**src/hw/rtl/cslot_pkg.sv**
```systemverilog
// shared types and constants of the chunked slot group allocator
`timescale 1ns / 1ps

package cslot_pkg;

    localparam int OPW = 2;
    localparam int GSW = 7;
    localparam int POSW = 11;
    localparam int STW = 2;
    localparam int FSW = 10;
    localparam int TOPW = 11;
    localparam int CLW = 4;

    localparam logic [OPW-1:0] OP_ALLOC = 2'd0;
    localparam logic [OPW-1:0] OP_FREE  = 2'd1;
    localparam logic [OPW-1:0] OP_RESET = 2'd2;

    localparam logic [STW-1:0] ST_OK      = 2'd0;
    localparam logic [STW-1:0] ST_FULL    = 2'd1;
    localparam logic [STW-1:0] ST_TOO_BIG = 2'd2;

    localparam logic [1:0] KIND_NONE  = 2'd0;
    localparam logic [1:0] KIND_ALLOC = 2'd1;
    localparam logic [1:0] KIND_FREE  = 2'd2;
    localparam logic [1:0] KIND_RESET = 2'd3;

    localparam logic [CLW-1:0] CL2_RESET = 4'd6;

    // busy map row geometry
    localparam int ROW_W = 32;
    localparam int ROW_BITS = 5;

    localparam int QDEPTH = 2;

    typedef struct packed {
        logic [1:0]      kind;
        logic [STW-1:0]  status;
        logic [GSW-1:0]  group;
        logic [POSW-1:0] pos;
        logic [CLW-1:0]  cl2;
    } cslot_cmd_t;

    typedef struct packed {
        logic init_done;
    } back_stat_t;

endpackage

```
**src/hw/rtl/cslot_queue.sv**
```systemverilog
// two-entry command queue between front and back
`timescale 1ns / 1ps

module cslot_queue
    import cslot_pkg::*;
(
    input  logic       clk,
    input  logic       rst_n,
    input  logic       push,
    input  cslot_cmd_t push_cmd,
    output logic       push_ready,
    input  logic       pop,
    output cslot_cmd_t pop_cmd,
    output logic       pop_valid
);

    localparam int QPW = $clog2(QDEPTH);
    localparam int QCW = $clog2(QDEPTH + 1);

    cslot_cmd_t       entry_reg [QDEPTH];
    logic [QPW-1:0]   wr_ptr_reg;
    logic [QPW-1:0]   rd_ptr_reg;
    logic [QCW-1:0]   count_reg;
    logic [QCW-1:0]   count_next;

    assign push_ready = count_reg != QCW'(QDEPTH);
    assign pop_valid = count_reg != '0;
    assign pop_cmd = entry_reg[rd_ptr_reg];

    always_comb
    begin
        count_next = count_reg;
        if (push && !(pop && pop_valid))
        begin
            count_next = count_reg + 1'b1;
        end
        else if (!push && pop && pop_valid)
        begin
            count_next = count_reg - 1'b1;
        end
    end

    always_ff @(posedge clk or negedge rst_n)
    begin
        if (!rst_n)
        begin
            wr_ptr_reg <= '0;
            rd_ptr_reg <= '0;
            count_reg <= '0;
        end
        else
        begin
            count_reg <= count_next;
            if (push)
            begin
                wr_ptr_reg <= QPW'(wr_ptr_reg + 1'b1);
            end
            if (pop && pop_valid)
            begin
                rd_ptr_reg <= QPW'(rd_ptr_reg + 1'b1);
            end
        end
    end

    always_ff @(posedge clk)
    begin
        if (push)
        begin
            entry_reg[wr_ptr_reg] <= push_cmd;
        end
    end

endmodule

```
**config.mk**
```make
export PLATFORM = sky130hd
export DESIGN_NAME = cslot_queue
export DESIGN_NICKNAME = d
export VERILOG_FILES = /design/src/hw/rtl/cslot_pkg.sv /design/src/hw/rtl/cslot_queue.sv
export SDC_FILE = /design/constraint.sdc
export NUM_CORES = 1
export LEC_CHECK = 0
export BUFFER_PORTS_ARGS = -buffer_cell sky130_fd_sc_hd__buf_2
export CAP_MARGIN = 20
export CELL_PAD_IN_SITES_DETAIL_PLACEMENT = 1
export CELL_PAD_IN_SITES_GLOBAL_PLACEMENT = 1
export CORE_MARGIN = 5
export CORE_UTILIZATION = 43
export DETAILED_ROUTE_END_ITERATION = 16
export PLACE_DENSITY = 0.89
export SETUP_SLACK_MARGIN = 0.5
export SYNTH_ARGS = -nofsm -noshare
export SYNTH_HDL_FRONTEND = slang
export SYNTH_SLANG_ARGS = --single-unit
```
**constraint.sdc**
```tcl
create_clock -name clk -period 2.6 [get_ports clk]
set_clock_uncertainty 0.2 [all_clocks]
set_input_delay 0.13 -clock clk [delete_from_list [all_inputs] [get_ports clk]]
set_output_delay 0.13 -clock clk [all_outputs]
set_load 0.01 [all_outputs]
```
==> impl_metrics.tcl <==
set metrics [dict create \
    fin_crit_sh_pct 75.31 \
    setup_viol 0 \
    final_cell_mix "57 x buf_2, 52 x edfxtp_1, 30 x dlygate4sd3_1" \
    drtAntennaViolNets 0 \
    grtUsageMet2_pct 26.68 \
    setup_slack_ns 0.6419 \
    cts_tree "built" \
    min_path_type "flop to flop" \
    utilization_pct 58.72 \
    yosysUniqueCellTypes 18 \
    rr_endpoint "entry_reg[1][17]" \
    r2r-start "wr_ptr_reg" \
    grt_max_degree 23 \
    met3_usage_pct 4.878 \
    cts_root_buf "clkbuf_8" \
    cts_buffers 5 \
    viasPerCell 4.575 \
    cts_setup_buffers 0 \
    rsz0062_at_grt "false" \
    hpwl_mm 3.092 \
    crit_arrival_ns 1.63 \
    fill_cells 496 \
    vias 1217 \
    hold_path_depth 1 \
    path_buf_inv 2 \
    outcome "completed" \
    ios 58 \
    numClockSinks 56 \
    die_x_um 81.20 \
    largest_reg_flops 52 \
    ys_seq_area_share_pct 76.23 \
    nNetsFinal 225 \
    overflow 0 \
    end_kind "primary output" \
    globalplace.congestion 0.6245 \
    crit_required_ns 2.27 \
    drive_gt1_share_pct 47.96 \
    syn_area_per_cell_sq_um 21.58 \
    finalSetupTns_ns 0 \
    gr-usage-met1_pct 14.65 \
    cpLargestDelayFamily "flip-flops" \
    placed_cell_area_sq_um 2526 \
    drtPass1Iterations 3 \
    clk_latency_ns 0.30 \
    grt_use_total_pct 14.06 \
    antenna_found_initial 0 \
    worst_pin_slew_ns 0.2985 \
    crit_type "flop to primary output" \
    antenna_cells 0 \
    cp_slowest_cell "dfrtp_1" \
    reg2reg_depth 2 \
    crit_path_max_fanout 22 \
    clk_pin_slew_ns 0.09 \
    netlist_instances 101 \
    multi_input_area_sq_um 465.4 \
    period_minus_slack_ns 1.958 \
    finalMaxSlewViolations 0 \
    regArea_sq_um 1662 \
    grt_pass1_wl_mm 6.706 \
    mostFrequentLayoutCell "buf_2" \
    wl_per_cell_um 16.52 \
    fp-row-count 26 \
    synth_nets 131 \
    die_area_sq_um 6593 \
    dpl_worst_slack_ns 0.8753 \
    max-slew-margin-rel_pct 80.10 \
    fp.coreArea_sq_um 5010 \
    timing.fmax_ghz 0.5107 \
    startpoint_type "flop" \
    start_util_pct 43.51 \
    drtIter0Drc 27 \
    grt-busiest-layer "met2" \
    port_buffers 57 \
    clk_path_buf_depth 2 \
    wl_mm 4.394 \
    htreeDepth 2 \
    min_from "wr_ptr_reg" \
    grt_pass1_vias 1374 \
    syn_to_final_growth_pct 34.96 \
    cp_cell_sequence "buf_6 -> mux2_2 -> buf_2" \
    synth-seq-cells 56 \
    ir_worst_vdd_v 0.0004737 \
    max_cap_viol_count 0 \
    yosys_warnings 0 \
    cp_slowest_stage_delay_ns 0.49 \
    r2r_slack_ns 1.02 \
    p_leak_uw 0.001186 \
    die_h_um 81.20 \
    fin_area_sq_um 2942 \
    power.density_nw_per_um2 934.8 \
    whs_endpoint "wr_ptr_reg" \
    synth_area_sq_um 2180 \
    hold_viol_final 0 \
    drc_errors 0 \
]
[power by group]
| group | switching [uW] | total [uW] | internal, uW |
|---|---|---|---|
| clock | 259 | 544 | 285 |
| sequential | 80.5 | 1280 | 1200 |
| combinational | 447 | 928 | 481 |
| total | 786 | 2750 | 1960 |
[logic make-up after synthesis]
logic type | Yosys count | share of synthesized area (%)
xor gates and xnor gates | 3 | 1.206
AOI/OAI and AO/OA | 2 | 0.4593
buffers and inverters | 4 | 2.526
DFF | 56 | 76.23
and+or+nand+nor | 9 | 2.411
muxes | 27 | 17.16
[worst max path at each step]
stage	startpoint	end	cells after the start
2_1_floorplan	wr_ptr_reg	entry_reg[0][0]	1
3_3_place_gp	rd_ptr_reg	pop_cmd[10]	3
3_5_place_dp	rd_ptr_reg	pop_cmd[13]	3
4_1_cts	rd_ptr_reg	pop_cmd[13]	3
5_1_grt	rd_ptr_reg	pop_cmd[10]	3
6_report	rd_ptr_reg	pop_cmd[13]	3
[synth_stat cells, drive strengths merged]
library cell  number  share of area [%]
edfxtp            52                 72
mux2              26                 17
dfrtp              4                4.6
buf                3                2.4
a21oi              2               0.46
nand2              2               0.34
nand2b             2               0.57
xor2               2               0.80
and2               1               0.29
and4               1               0.40
inv                1               0.17
mux2i              1               0.46
nor2b              1               0.29
nor3               1               0.23
or2                1               0.29
xnor2              1               0.40
[what timing repair did]
item,in CTS,in global routing
hold endpoints to repair,60,0
hold buffers,30,0
setup endpoints to repair,0,2
resized for setup,0,1
[metal layers]
layer	vias to the layer above	wire length [um]
li1	571	-
met1	599	1676
met2	43	2390
met3	4	288
met4	0	39
met5	-	0
[area by class of cell]
class,instances,share of cell area [%]
clock buffers,5,2.339
clock inverters,3,1.446
inverters,1,0.1276
multi-input cells,41,15.82
flip-flops and latches,56,56.49
well taps,70,2.977
repair buffers,90,20.80
[stage by stage]
step	cells	hold slack, ns	power, uW
3_3_place_gp	228	-0.2596	2146
3_5_place_dp	228	-0.2552	2201
2_1_floorplan	101	-0.3656	1944
4_1_cts	266	0.3279	2781
6_report	266	0.3182	2750
5_1_grt	266	0.3365	2901
No activity file was read; power rests on OpenSTA's default activity.
